**config.mk**
```make
export PLATFORM = sky130hd
export DESIGN_NAME = imu_angle_frame_parser_top
export DESIGN_NICKNAME = d
export VERILOG_FILES = /design/src/rtl/imuafp_pkg.sv /design/src/rtl/imu_angle_frame_parser_top.sv /design/src/rtl/imuafp_front.sv /design/src/rtl/imuafp_queue.sv /design/src/rtl/imuafp_back.sv
export SDC_FILE = /design/constraint.sdc
export NUM_CORES = 1
export LEC_CHECK = 0
export BUFFER_PORTS_ARGS = -buffer_cell sky130_fd_sc_hd__buf_2
export CORE_MARGIN = 3
export CORE_UTILIZATION = 50
export CTS_CLUSTER_SIZE = 16
export DETAILED_ROUTE_END_ITERATION = 8
export PLACE_DENSITY = 0.71
export SYNTH_ARGS = -nofsm -noshare
export SYNTH_HDL_FRONTEND = slang
export SYNTH_SLANG_ARGS = --single-unit
export TNS_END_PERCENT = 50
```
**constraint.sdc**
```tcl
create_clock -name i_clk -period 4.3 [get_ports i_clk]
set_input_delay 0.86 -clock i_clk [delete_from_list [all_inputs] [get_ports i_clk]]
set_output_delay 0.86 -clock i_clk [all_outputs]
set_load 0.02 [all_outputs]
```
**src/rtl/imuafp_pkg.sv**
```systemverilog
// ----------------------------------------------------------------------------
// imuafp_pkg
// shared types and constants of the imu angle frame parser
// ----------------------------------------------------------------------------
package imuafp_pkg;

    localparam logic [7:0] FRAME_HEAD = 8'h55;
    localparam logic [7:0] FRAME_TYPE = 8'h53;

    // byte positions within a frame
    localparam logic [3:0] POS_IDLE     = 4'd0;
    localparam logic [3:0] POS_TYPE     = 4'd1;
    localparam logic [3:0] POS_ROLL_LO  = 4'd2;
    localparam logic [3:0] POS_ROLL_HI  = 4'd3;
    localparam logic [3:0] POS_PITCH_LO = 4'd4;
    localparam logic [3:0] POS_PITCH_HI = 4'd5;
    localparam logic [3:0] POS_YAW_LO   = 4'd6;
    localparam logic [3:0] POS_YAW_HI   = 4'd7;
    localparam logic [3:0] POS_CHECK    = 4'd10;
    localparam logic [3:0] POS_DONE     = 4'd11;

    localparam logic [1:0] ST_OK       = 2'd0;
    localparam logic [1:0] ST_BAD_TYPE = 2'd1;
    localparam logic [1:0] ST_BAD_SUM  = 2'd2;

    localparam logic [1:0] CFG_ROLL_ZERO  = 2'd0;
    localparam logic [1:0] CFG_PITCH_ZERO = 2'd1;
    localparam logic [1:0] CFG_YAW_ZERO   = 2'd2;

    localparam int          QDEPTH = 2;
    localparam int          QPTR_W = 1;
    localparam int          QCNT_W = 2;
    localparam logic [1:0]  QFULL  = 2'd2;

    typedef struct packed {
        logic        type_ok;
        logic        sum_ok;
        logic [15:0] roll_raw;
        logic [15:0] pitch_raw;
        logic [15:0] yaw_raw;
    } t_frame_rec;

endpackage

```
**src/rtl/imu_angle_frame_parser_top.sv**
```systemverilog
// ----------------------------------------------------------------------------
// imu_angle_frame_parser_top
// parses 11-byte angle frames from a serial byte stream into offset angles
//
// channel   dir  fields (tdata / tuser, lowest bit first)
// s_axis    in   tdata: rx_byte[7:0]
// m_axis    out  tdata: roll_angle[16:0], pitch_angle[16:0], yaw_angle[15:0], 6'b0
//                tuser: frame_status[1:0]
// cfg       in   addr 0 roll_zero, 1 pitch_zero, 2 yaw_zero (16 bits each)
//
// one byte accepted per cycle while the queue has room; m_axis tvalid follows the
// acceptance of a frame's checksum byte, the frame passing the two-entry queue and
// the output register in that order
// intake stalls only when the queue is full, i.e. the output is stalled and
// two further frames have completed
// synchronous active-low reset clears frame sync, queue, offsets and angles
// ----------------------------------------------------------------------------
module imu_angle_frame_parser_top (
    input  logic        i_clk,
    input  logic        i_rst_n,
    input  logic        i_s_axis_tvalid,
    output logic        o_s_axis_tready,
    input  logic [7:0]  i_s_axis_tdata,   // rx_byte
    output logic        o_m_axis_tvalid,
    input  logic        i_m_axis_tready,
    output logic [55:0] o_m_axis_tdata,   // roll_angle, pitch_angle, yaw_angle, pad
    output logic [1:0]  o_m_axis_tuser,   // frame_status
    input  logic        i_cfg_we,
    input  logic [1:0]  i_cfg_addr,
    input  logic [15:0] i_cfg_wdata
);
    import imuafp_pkg::*;

    logic               w_accept;
    logic               w_push;
    t_frame_rec         w_push_rec;
    logic               w_q_valid;
    logic               w_q_full;
    t_frame_rec         w_q_rec;
    logic               w_q_pop;
    logic [1:0]         w_status;
    logic signed [16:0] w_roll;
    logic signed [16:0] w_pitch;
    logic [15:0]        w_yaw;

    assign o_s_axis_tready = !w_q_full;
    assign w_accept        = i_s_axis_tvalid && o_s_axis_tready;

    imuafp_front u_front (
        .i_clk    (i_clk),
        .i_rst_n  (i_rst_n),
        .i_accept (w_accept),
        .i_byte   (i_s_axis_tdata),
        .o_push   (w_push),
        .o_rec    (w_push_rec)
    );

    imuafp_queue u_queue (
        .i_clk   (i_clk),
        .i_rst_n (i_rst_n),
        .i_push  (w_push),
        .i_rec   (w_push_rec),
        .i_pop   (w_q_pop),
        .o_valid (w_q_valid),
        .o_full  (w_q_full),
        .o_rec   (w_q_rec)
    );

    imuafp_back u_back (
        .i_clk       (i_clk),
        .i_rst_n     (i_rst_n),
        .i_cfg_we    (i_cfg_we),
        .i_cfg_addr  (i_cfg_addr),
        .i_cfg_wdata (i_cfg_wdata),
        .i_q_valid   (w_q_valid),
        .i_q_rec     (w_q_rec),
        .o_q_pop     (w_q_pop),
        .o_valid     (o_m_axis_tvalid),
        .i_ready     (i_m_axis_tready),
        .o_status    (w_status),
        .o_roll      (w_roll),
        .o_pitch     (w_pitch),
        .o_yaw       (w_yaw)
    );

    assign o_m_axis_tdata = {6'b0, w_yaw, w_pitch, w_roll};
    assign o_m_axis_tuser = w_status;

    // status code 3 is never produced
    a_status_code: assert property (@(posedge i_clk) disable iff (!i_rst_n)
        o_m_axis_tvalid |-> (o_m_axis_tuser != 2'd3))
        else $error("invalid frame status");

    // a queued frame reaches a free output register in the next cycle
    a_queue_drain: assert property (@(posedge i_clk) disable iff (!i_rst_n)
        (w_q_valid && !o_m_axis_tvalid) |=> o_m_axis_tvalid)
        else $error("queued frame not forwarded");

    // a frame completed while the queue was empty is never lost
    a_push_room: assert property (@(posedge i_clk) disable iff (!i_rst_n)
        (w_push && !w_q_valid) |=> w_q_valid)
        else $error("completed frame not queued");

    // rejected frames leave the angles unchanged
    a_hold_angles: assert property (@(posedge i_clk) disable iff (!i_rst_n)
        (w_q_pop && !(w_q_rec.type_ok && w_q_rec.sum_ok)) |=>
        ($stable(w_roll) && $stable(w_pitch) && $stable(w_yaw)))
        else $error("angles changed on rejected frame");

endmodule

```
**src/rtl/imuafp_front.sv**
```systemverilog
// ----------------------------------------------------------------------------
// imuafp_front
// byte intake: frame sync, running checksum and raw word capture
// ----------------------------------------------------------------------------
module imuafp_front (
    input  logic                  i_clk,
    input  logic                  i_rst_n,
    input  logic                  i_accept,
    input  logic [7:0]            i_byte,
    output logic                  o_push,
    output imuafp_pkg::t_frame_rec o_rec
);
    import imuafp_pkg::*;

    logic [3:0]  r_pos;
    logic [3:0]  n_pos;
    logic [7:0]  r_sum;
    logic        r_type_ok;
    logic [15:0] r_roll;
    logic [15:0] r_pitch;
    logic [15:0] r_yaw;
    logic        w_in_frame;

    assign w_in_frame = (r_pos != POS_IDLE) && (r_pos != POS_DONE);

    always_comb begin
        n_pos = r_pos;
        if (i_accept) begin
            priority if (i_byte == FRAME_HEAD) begin
                n_pos = POS_TYPE;
            end else if (w_in_frame) begin
                n_pos = r_pos + 4'd1;
            end
        end
    end

    always_ff @(posedge i_clk) begin
        if (!i_rst_n) begin
            r_pos <= POS_IDLE;
        end else begin
            r_pos <= n_pos;
        end
    end

    always_ff @(posedge i_clk) begin
        if (i_accept) begin
            if (i_byte == FRAME_HEAD) begin
                r_sum <= FRAME_HEAD;
            end else if (w_in_frame) begin
                r_sum <= r_sum + i_byte;
                unique case (r_pos)
                    POS_TYPE:     r_type_ok      <= (i_byte == FRAME_TYPE);
                    POS_ROLL_LO:  r_roll[7:0]    <= i_byte;
                    POS_ROLL_HI:  r_roll[15:8]   <= i_byte;
                    POS_PITCH_LO: r_pitch[7:0]   <= i_byte;
                    POS_PITCH_HI: r_pitch[15:8]  <= i_byte;
                    POS_YAW_LO:   r_yaw[7:0]     <= i_byte;
                    POS_YAW_HI:   r_yaw[15:8]    <= i_byte;
                    default: ;
                endcase
            end
        end
    end

    assign o_push = i_accept && (i_byte != FRAME_HEAD) && (r_pos == POS_CHECK);

    assign o_rec.type_ok   = r_type_ok;
    assign o_rec.sum_ok    = (r_sum == i_byte);
    assign o_rec.roll_raw  = r_roll;
    assign o_rec.pitch_raw = r_pitch;
    assign o_rec.yaw_raw   = r_yaw;

endmodule

```
**src/rtl/imuafp_queue.sv**
```systemverilog
// ----------------------------------------------------------------------------
// imuafp_queue
// two-entry queue of completed frames between intake and angle update
// ----------------------------------------------------------------------------
module imuafp_queue (
    input  logic                   i_clk,
    input  logic                   i_rst_n,
    input  logic                   i_push,
    input  imuafp_pkg::t_frame_rec i_rec,
    input  logic                   i_pop,
    output logic                   o_valid,
    output logic                   o_full,
    output imuafp_pkg::t_frame_rec o_rec
);
    import imuafp_pkg::*;

    t_frame_rec        r_mem [QDEPTH];
    logic [QPTR_W-1:0] r_wr_ptr;
    logic [QPTR_W-1:0] r_rd_ptr;
    logic [QCNT_W-1:0] r_count;

    assign o_valid = (r_count != '0);
    assign o_full  = (r_count == QFULL);
    assign o_rec   = r_mem[r_rd_ptr];

    always_ff @(posedge i_clk) begin
        if (i_push) begin
            r_mem[r_wr_ptr] <= i_rec;
        end
    end

    always_ff @(posedge i_clk) begin
        if (!i_rst_n) begin
            r_wr_ptr <= '0;
            r_rd_ptr <= '0;
            r_count  <= '0;
        end else begin
            if (i_push) begin
                r_wr_ptr <= r_wr_ptr + 1'b1;
            end
            if (i_pop) begin
                r_rd_ptr <= r_rd_ptr + 1'b1;
            end
            unique case ({i_push, i_pop})
                2'b10:   r_count <= r_count + 1'b1;
                2'b01:   r_count <= r_count - 1'b1;
                default: r_count <= r_count;
            endcase
        end
    end

endmodule

```
**src/rtl/imuafp_back.sv**
```systemverilog
// ----------------------------------------------------------------------------
// imuafp_back
// frame judgement, zero offsets, latest angles and output register
// ----------------------------------------------------------------------------
module imuafp_back (
    input  logic                   i_clk,
    input  logic                   i_rst_n,
    input  logic                   i_cfg_we,
    input  logic [1:0]             i_cfg_addr,
    input  logic [15:0]            i_cfg_wdata,
    input  logic                   i_q_valid,
    input  imuafp_pkg::t_frame_rec i_q_rec,
    output logic                   o_q_pop,
    output logic                   o_valid,
    input  logic                   i_ready,
    output logic [1:0]             o_status,
    output logic signed [16:0]     o_roll,
    output logic signed [16:0]     o_pitch,
    output logic [15:0]            o_yaw
);
    import imuafp_pkg::*;

    logic [15:0]        r_roll_zero;
    logic [15:0]        r_pitch_zero;
    logic [15:0]        r_yaw_zero;
    logic               r_valid;
    logic [1:0]         r_status;
    logic [1:0]         n_status;
    logic signed [16:0] r_roll;
    logic signed [16:0] r_pitch;
    logic [15:0]        r_yaw;
    logic signed [16:0] n_roll;
    logic signed [16:0] n_pitch;
    logic [15:0]        n_yaw;

    assign o_q_pop = i_q_valid && (!r_valid || i_ready);

    always_comb begin
        priority if (!i_q_rec.type_ok) begin
            n_status = ST_BAD_TYPE;
        end else if (!i_q_rec.sum_ok) begin
            n_status = ST_BAD_SUM;
        end else begin
            n_status = ST_OK;
        end
        n_roll  = $signed({1'b0, i_q_rec.roll_raw}) - $signed({1'b0, r_roll_zero});
        n_pitch = $signed({1'b0, i_q_rec.pitch_raw}) - $signed({1'b0, r_pitch_zero});
        // yaw wraps into one turn
        n_yaw   = i_q_rec.yaw_raw - r_yaw_zero;
    end

    always_ff @(posedge i_clk) begin
        if (!i_rst_n) begin
            r_roll_zero  <= '0;
            r_pitch_zero <= '0;
            r_yaw_zero   <= '0;
            r_valid      <= 1'b0;
            r_roll       <= '0;
            r_pitch      <= '0;
            r_yaw        <= '0;
        end else begin
            if (i_cfg_we) begin
                unique case (i_cfg_addr)
                    CFG_ROLL_ZERO:  r_roll_zero  <= i_cfg_wdata;
                    CFG_PITCH_ZERO: r_pitch_zero <= i_cfg_wdata;
                    CFG_YAW_ZERO:   r_yaw_zero   <= i_cfg_wdata;
                    default: ;
                endcase
            end
            if (o_q_pop) begin
                r_valid <= 1'b1;
                if (n_status == ST_OK) begin
                    r_roll  <= n_roll;
                    r_pitch <= n_pitch;
                    r_yaw   <= n_yaw;
                end
            end else if (i_ready) begin
                r_valid <= 1'b0;
            end
        end
    end

    always_ff @(posedge i_clk) begin
        if (o_q_pop) begin
            r_status <= n_status;
        end
    end

    assign o_valid  = r_valid;
    assign o_status = r_status;
    assign o_roll   = r_roll;
    assign o_pitch  = r_pitch;
    assign o_yaw    = r_yaw;

endmodule

```
; Yosys cells after proc, flatten, opt, wreduce, memory -nomap -nowiden
; Memory sizes are Yosys's and may differ from the RTL's. A register that Yosys moved wholly into a read port is not among the register bits.
; Cells that the tools add are included.
; Widths: inputs -> output; s select.
[word_totals]
register_bits = 166
ramBits = 100
in_bits = 31
out_inout_bits = 60
memories = 1
[memory_table]
columns = name, words, width, read_ports, rd_ports_with_merged_regs, write_ports, line
row1 = u_queue.r_mem, 2, 50, 1, 1, 1, imuafp_queue.sv:17  ; t_frame_rec r_mem [QDEPTH];
[classes]
add_sub_neg = 9
n_eq_ne = 18
n_mux = 12
n_bitwise = 1
n_reduce_logical = 27
[ops]
columns = cell, n
row1 = $sub 16x16->17, 2
row2 = $reduce_and 4->1, 7
row3 = $eq 4x3->1 const B, 4
row4 = $eq 8x7->1 const B, 2
row5 = $sub 16x16->16, 1
row6 = $reduce_and 2->1, 5
row7 = $add 8x8->8, 1
row8 = $eq 4x2->1 const B, 2
row9 = $eq 8x8->1, 1
row10 = $mux 4, 2
row11 = $mux 8, 1
row12 = $ne 8x7->1 const B, 1
row13 = $reduce_bool 2->1, 4
row14 = $eq 2x2->1 const B, 3
row15 = $mux 1, 6
row16 = $logic_and 1x1->1, 5
row17 = $add 4x1->4 const B, 1
row18 = $eq 2x1->1 const B, 2
row19 = $eq 4x1->1 const B, 1
row20 = $eq 4x4->1 const B, 1
row21 = $logic_not 2->1, 2
row22 = $mux 2, 2
row23 = $ne 4x4->1 const B, 1
row24 = $pmux 2 s2, 1
row25 = 7 further kinds, 9

; Logic depth before layout (Yosys ltp)
[depth]
ltp_word = 7
depth_mapped = 12
ltp_nobuf = 10

; Hierarchy
; A second synthesis with hierarchy kept.
[hier_totals]
hier_cells = 1096
area_unflattened_um2 = 12175.4
[modules_own_cells]
columns = module, instances, cells_per_inst, area_per_inst_um2, seq_area_each_um2
row1 = imuafp_back, 1, 754, 5830.6, 2042.0
row2 = imuafp_queue, 1, 178, 3813.7, 3103.0
row3 = imuafp_front, 1, 155, 2472.4, 1791.7
row4 = imu_angle_frame_parser_top, 1, 9, 58.8, 0.0

; Worst setup path after synthesis
; OpenSTA, ideal clock, no wires.
[synth_path]
kind = input-to-reg
start = in i_s_axis_tdata[0]
end = mem u_queue.r_mem[0][0] in the netlist's numbering, enable pin
setup_ns = 0.458
arrival_time_ns = 3.733
slack_ns = 0.109
stages = 6
n_path_buf = 0
path_cell_list = nor4b_1 -> nand3_1 -> o21ai_0 -> nor3_1 -> inv_1 -> nor2_1
[synth_between]
elab_chain_len = 5
[synth_lines]
columns = element, line
row1 = "start, declared", imu_angle_frame_parser_top.sv:23  ; input logic [7:0] i_s_axis_tdata,
row2 = $ne 8x7->1, imuafp_front.sv:65  ; assign o_push = i_accept && (i_byte != FRAME_HEAD) && (r_pos == POS_CHECK);
row3 = $logic_and 1x1->1 (2 in series), imuafp_front.sv:65
row4 = $mux 1, imuafp_queue.sv:27  ; if (i_push) begin
row5 = $mux 1 (not written as such), imuafp_queue.sv:28  ; r_mem[r_wr_ptr] <= i_rec;
row6 = "end, declared", imuafp_queue.sv:17
; Every way passes these cells.

==> key figures <==
Yosys
  • Post-synthesis cell area: 12200 um^2
  • YS warnings: 0
  • Synth Area per Inst: 10.9 um^2
  • Top cell type's share of synthesized area: 39.0%
  • FF+latch count, synth: 267
  • Largest area contributor in the netlist: edfxtp_1
  • Sequential cell area fraction in the yosys report: 56.7%
  • Post-synth EDFFs: 159
  • Asr flop ratio synth: 0%
  • Synth top area cells: edfxtp_1 39%, dfxtp_1 18%, ha_1 6.3%
  • Post-synthesis cell type count: 70
  • Synth Flop Type: edfxtp_1
  • Mapped Cells: 1119

Placed design
  • Final HPWL DP: 19800 um
  • Port bufs: 84
  • Final Wtd Congestion: 0.922

Flow run
  • MaxCap Viol Count: 0

Die
  • I/O pin cnt: 91
  • Core box area: 23800 um^2
  • Die area: 26400 um^2
  • Die Wd: 162 um
  • Initial Utilization: 51.5%
  • Row count: 56
  • DIE HEIGHT: 162 um

Layout
  • Seq. cell area: 6940 um^2
  • Share of layout cells above drive strength 1: 16.4%
  • Max reg flops: 100
  • Fillers: 1935
  • Nets: 1295
  • Reg with most FFs: u_queue.r_mem
  • Area occupied by multi-input gates: 4870 um^2
  • Ant. Diodes: 0
  • Area Growth Syn to Fin: 13.6%

Timing
  • Slew Limit Fails: 0
  • Setup TNS: 0 ns
  • Measured slew at the worst slew-check pin: 1.07 ns
  • # setup viols final: 0
  • Hold Fails Final Rpt: 0
  • Final Skew: 0.0129 ns
  • FMAX: 0.291 GHz
  • Rel. slew slack: 28.4%
  • RSZ-0062 raised after global routing: false
  • Period minus WS final: 3.43 ns
  • Final Cycle Share: 79.8%

Detailed routing
  • WL/cell: 18.4 um
  • DRC viols: 0
  • Met2 WL: 12500 um
  • DRT antenna net count: 0
  • Via count: 8747
  • Wire length on met3: 1860 um
  • 1st-pass router iterations: 5
  • Final wirelength: 28300 um
  • Metal-1 WL: 13200 um
  • Avg Vias per Cell: 5.68
  • DRT iter0 DRCs: 739
  • DR top layer: met5

Hold path
  • HP Class: flop to flop
  • Worst Hold End: u_queue.r_mem[1][30]$_DFFE_PP_
  • HP Start: u_front.r_pitch[14]$_DFFE_PP_
  • Hold Path Stages: 0

Clock tree
  • Number of buffers created by CTS: 28
  • Hold_buf cts: 0
  • Clk buf depth: 3
  • Clk slew on worst S/H paths: 0.06 ns
  • H-Tree Depth: 1
  • Clk_lat worst skew: 0.54 ns
  • Clock Sinks: 267
  • Clk root buf: clkbuf_16
  • Post-CTS resize count: 0
  • CTS tree: done
  • Post CTS Setup Buffer Count: 0

Critical path
  • Crit start category: flop
  • Worst reg2reg endpoint: u_back.o_roll[10]$_SDFFE_PN0P_
  • Worst endpoint data arrival time: 3.85 ns
  • R2r setup slk: 0.87 ns
  • WS Path Type: flop to flop
  • CP Max Fanout: 19
  • CP Data Required Time: 4.71 ns
  • R2R depth: 11
  • Setup crit end kind: flop

Power
  • Pwr dens: 448 nW/um^2
  • Leakage: 5.04 nW
  • Tot Pwr: 6.24 mW
  • Worst VDD drop: 0.265 mV

GRT
  • GRT Util Overall: 21.2%
  • Initial antenna violation count: 2
  • Gr ovfl total: 0
  • Largest net degree at the start of global routing: 63
  • First-pass GRT wire length: 44000 um
  • Number of global-route vias before repair: 7985

Status
  • Outcome: finished clean
-- area by class of cell --
class | count | share of cell area [%]
tap | 319 | 2.87
inverter | 62 | 1.67
clock buffer | 36 | 5.55
multi-input combinational | 741 | 35.0
clock inverter | 16 | 1.21
sequential | 267 | 49.9
timing repair buffer | 98 | 3.78
-- cell families (layout without fill, tap and decap cells) --
logic type | Yosys count | count (layout) | share of synthesized area (%)
xor gates and xnor gates | 23 | 23 | 1.65
DFF | 267 | 267 | 56.7
adders and majority gates | 66 | 66 | 6.99
and+or+nand+nor | 344 | 344 | 13.3
AOI/OAI and AO/OA | 253 | 253 | 13.1
buffers and inverters | 116 | 212 | 3.83
other | 1 | 6 | 0.0306
muxes | 49 | 49 | 4.45
-- how the worst max path moves through the flow --
stage	startpoint	endpoint	slack, ns	cells after the start
final	flop	u_back.o_roll[10]$_SDFFE_PN0P_	0.87	11
after global placement	flop	u_back.o_roll[10]$_SDFFE_PN0P_	1.09	11
after floorplan	i_s_axis_tdata[0]	u_queue.r_mem[0][0]$_DFFE_PP_	0.11	6
after CTS	flop	u_back.o_roll[10]$_SDFFE_PN0P_	0.95	11
after global routing	flop	u_back.o_pitch[15]$_SDFFE_PN0P_	0.73	10
after detailed placement	flop	u_back.o_roll[10]$_SDFFE_PN0P_	0.99	11
-- power breakdown --
part | total (mW) | internal, mW | switching, mW
registers | 2.77 | 2.73 | 0.0363
logic | 1.03 | 0.413 | 0.620
clock network | 2.44 | 1.45 | 0.989
-- synthesized netlist by cell type (20+ instances only) --
master    instances
nor2_1           42
a21oi_1         105
nor3_1           20
inv_1            62
edfxtp_1        159
ha_1             62
dfxtp_1         108
mux2_2           43
o21ai_0          37
nand2_1         156
nand3_1          38
clkbuf_1         31
-- cells in the final DEF, fill, tap and decap left out, types with 5 or more instances in the layout --
| master | count |
|---|---|
| nand2_1 | 155 |
| ha_1 | 62 |
| and3_1 | 18 |
| conb_1 | 6 |
| o21a_1 | 9 |
| xor2_1 | 10 |
| nand3_1 | 38 |
| o21ai_0 | 37 |
| o2111ai_1 | 7 |
| a211oi_1 | 14 |
| clkinv_2 | 5 |
| dfxtp_1 | 107 |
| a21oi_1 | 105 |
| a21o_1 | 18 |
| clkbuf_1 | 5 |
| or3_1 | 14 |
| clkbuf_16 | 29 |
| mux2i_1 | 6 |
| nor2b_1 | 10 |
| buf_2 | 84 |
| xnor2_1 | 13 |
| inv_1 | 61 |
| nand2b_1 | 6 |
| buf_4 | 14 |
| nor3_1 | 20 |
| mux2_2 | 43 |
| nand4_1 | 6 |
| a31oi_1 | 8 |
| nor2_1 | 41 |
| o211ai_1 | 11 |
| nand3b_1 | 7 |
| edfxtp_1 | 159 |
| o21bai_1 | 6 |
-- routing by layer --
metal	vias to the layer above	global-route usage, %
li1	4218	-
met1	4200	31.1
met2	267	32.9
met3	58	3.54
met4	4	5.66
met5	-	0
-- worst max-delay path: stages (launching register included) --
cell	delay, ns
dfxtp_2	0.60
buf_4	0.30
mux2i_1	0.22
ha_1	0.20
inv_1	0.06
fa_1	0.40
a21o_1	0.20
a311oi_1	0.64
nor3_1	0.14
nor3_1	0.20
xor2_1	0.24
o21ai_0	0.10
-- per-stage QoR --
step | cells | utilization (%) | worst slack, ns | cell area, um^2 | hold slack (ns)
after floorplan | 1124 | - | 0.109 | 12300 | 0.421
after global placement | 1487 | 54.6 | 1.09 | 13000 | 0.422
after detailed placement | 1487 | 54.6 | 0.991 | 13000 | 0.430
after CTS | 1539 | 58.6 | 0.952 | 13900 | 0.443
after global routing | 1539 | 58.6 | 0.730 | 13900 | 0.451
final | 1539 | 58.6 | 0.868 | 13900 | 0.445
(Power assumes the default switching activity.)
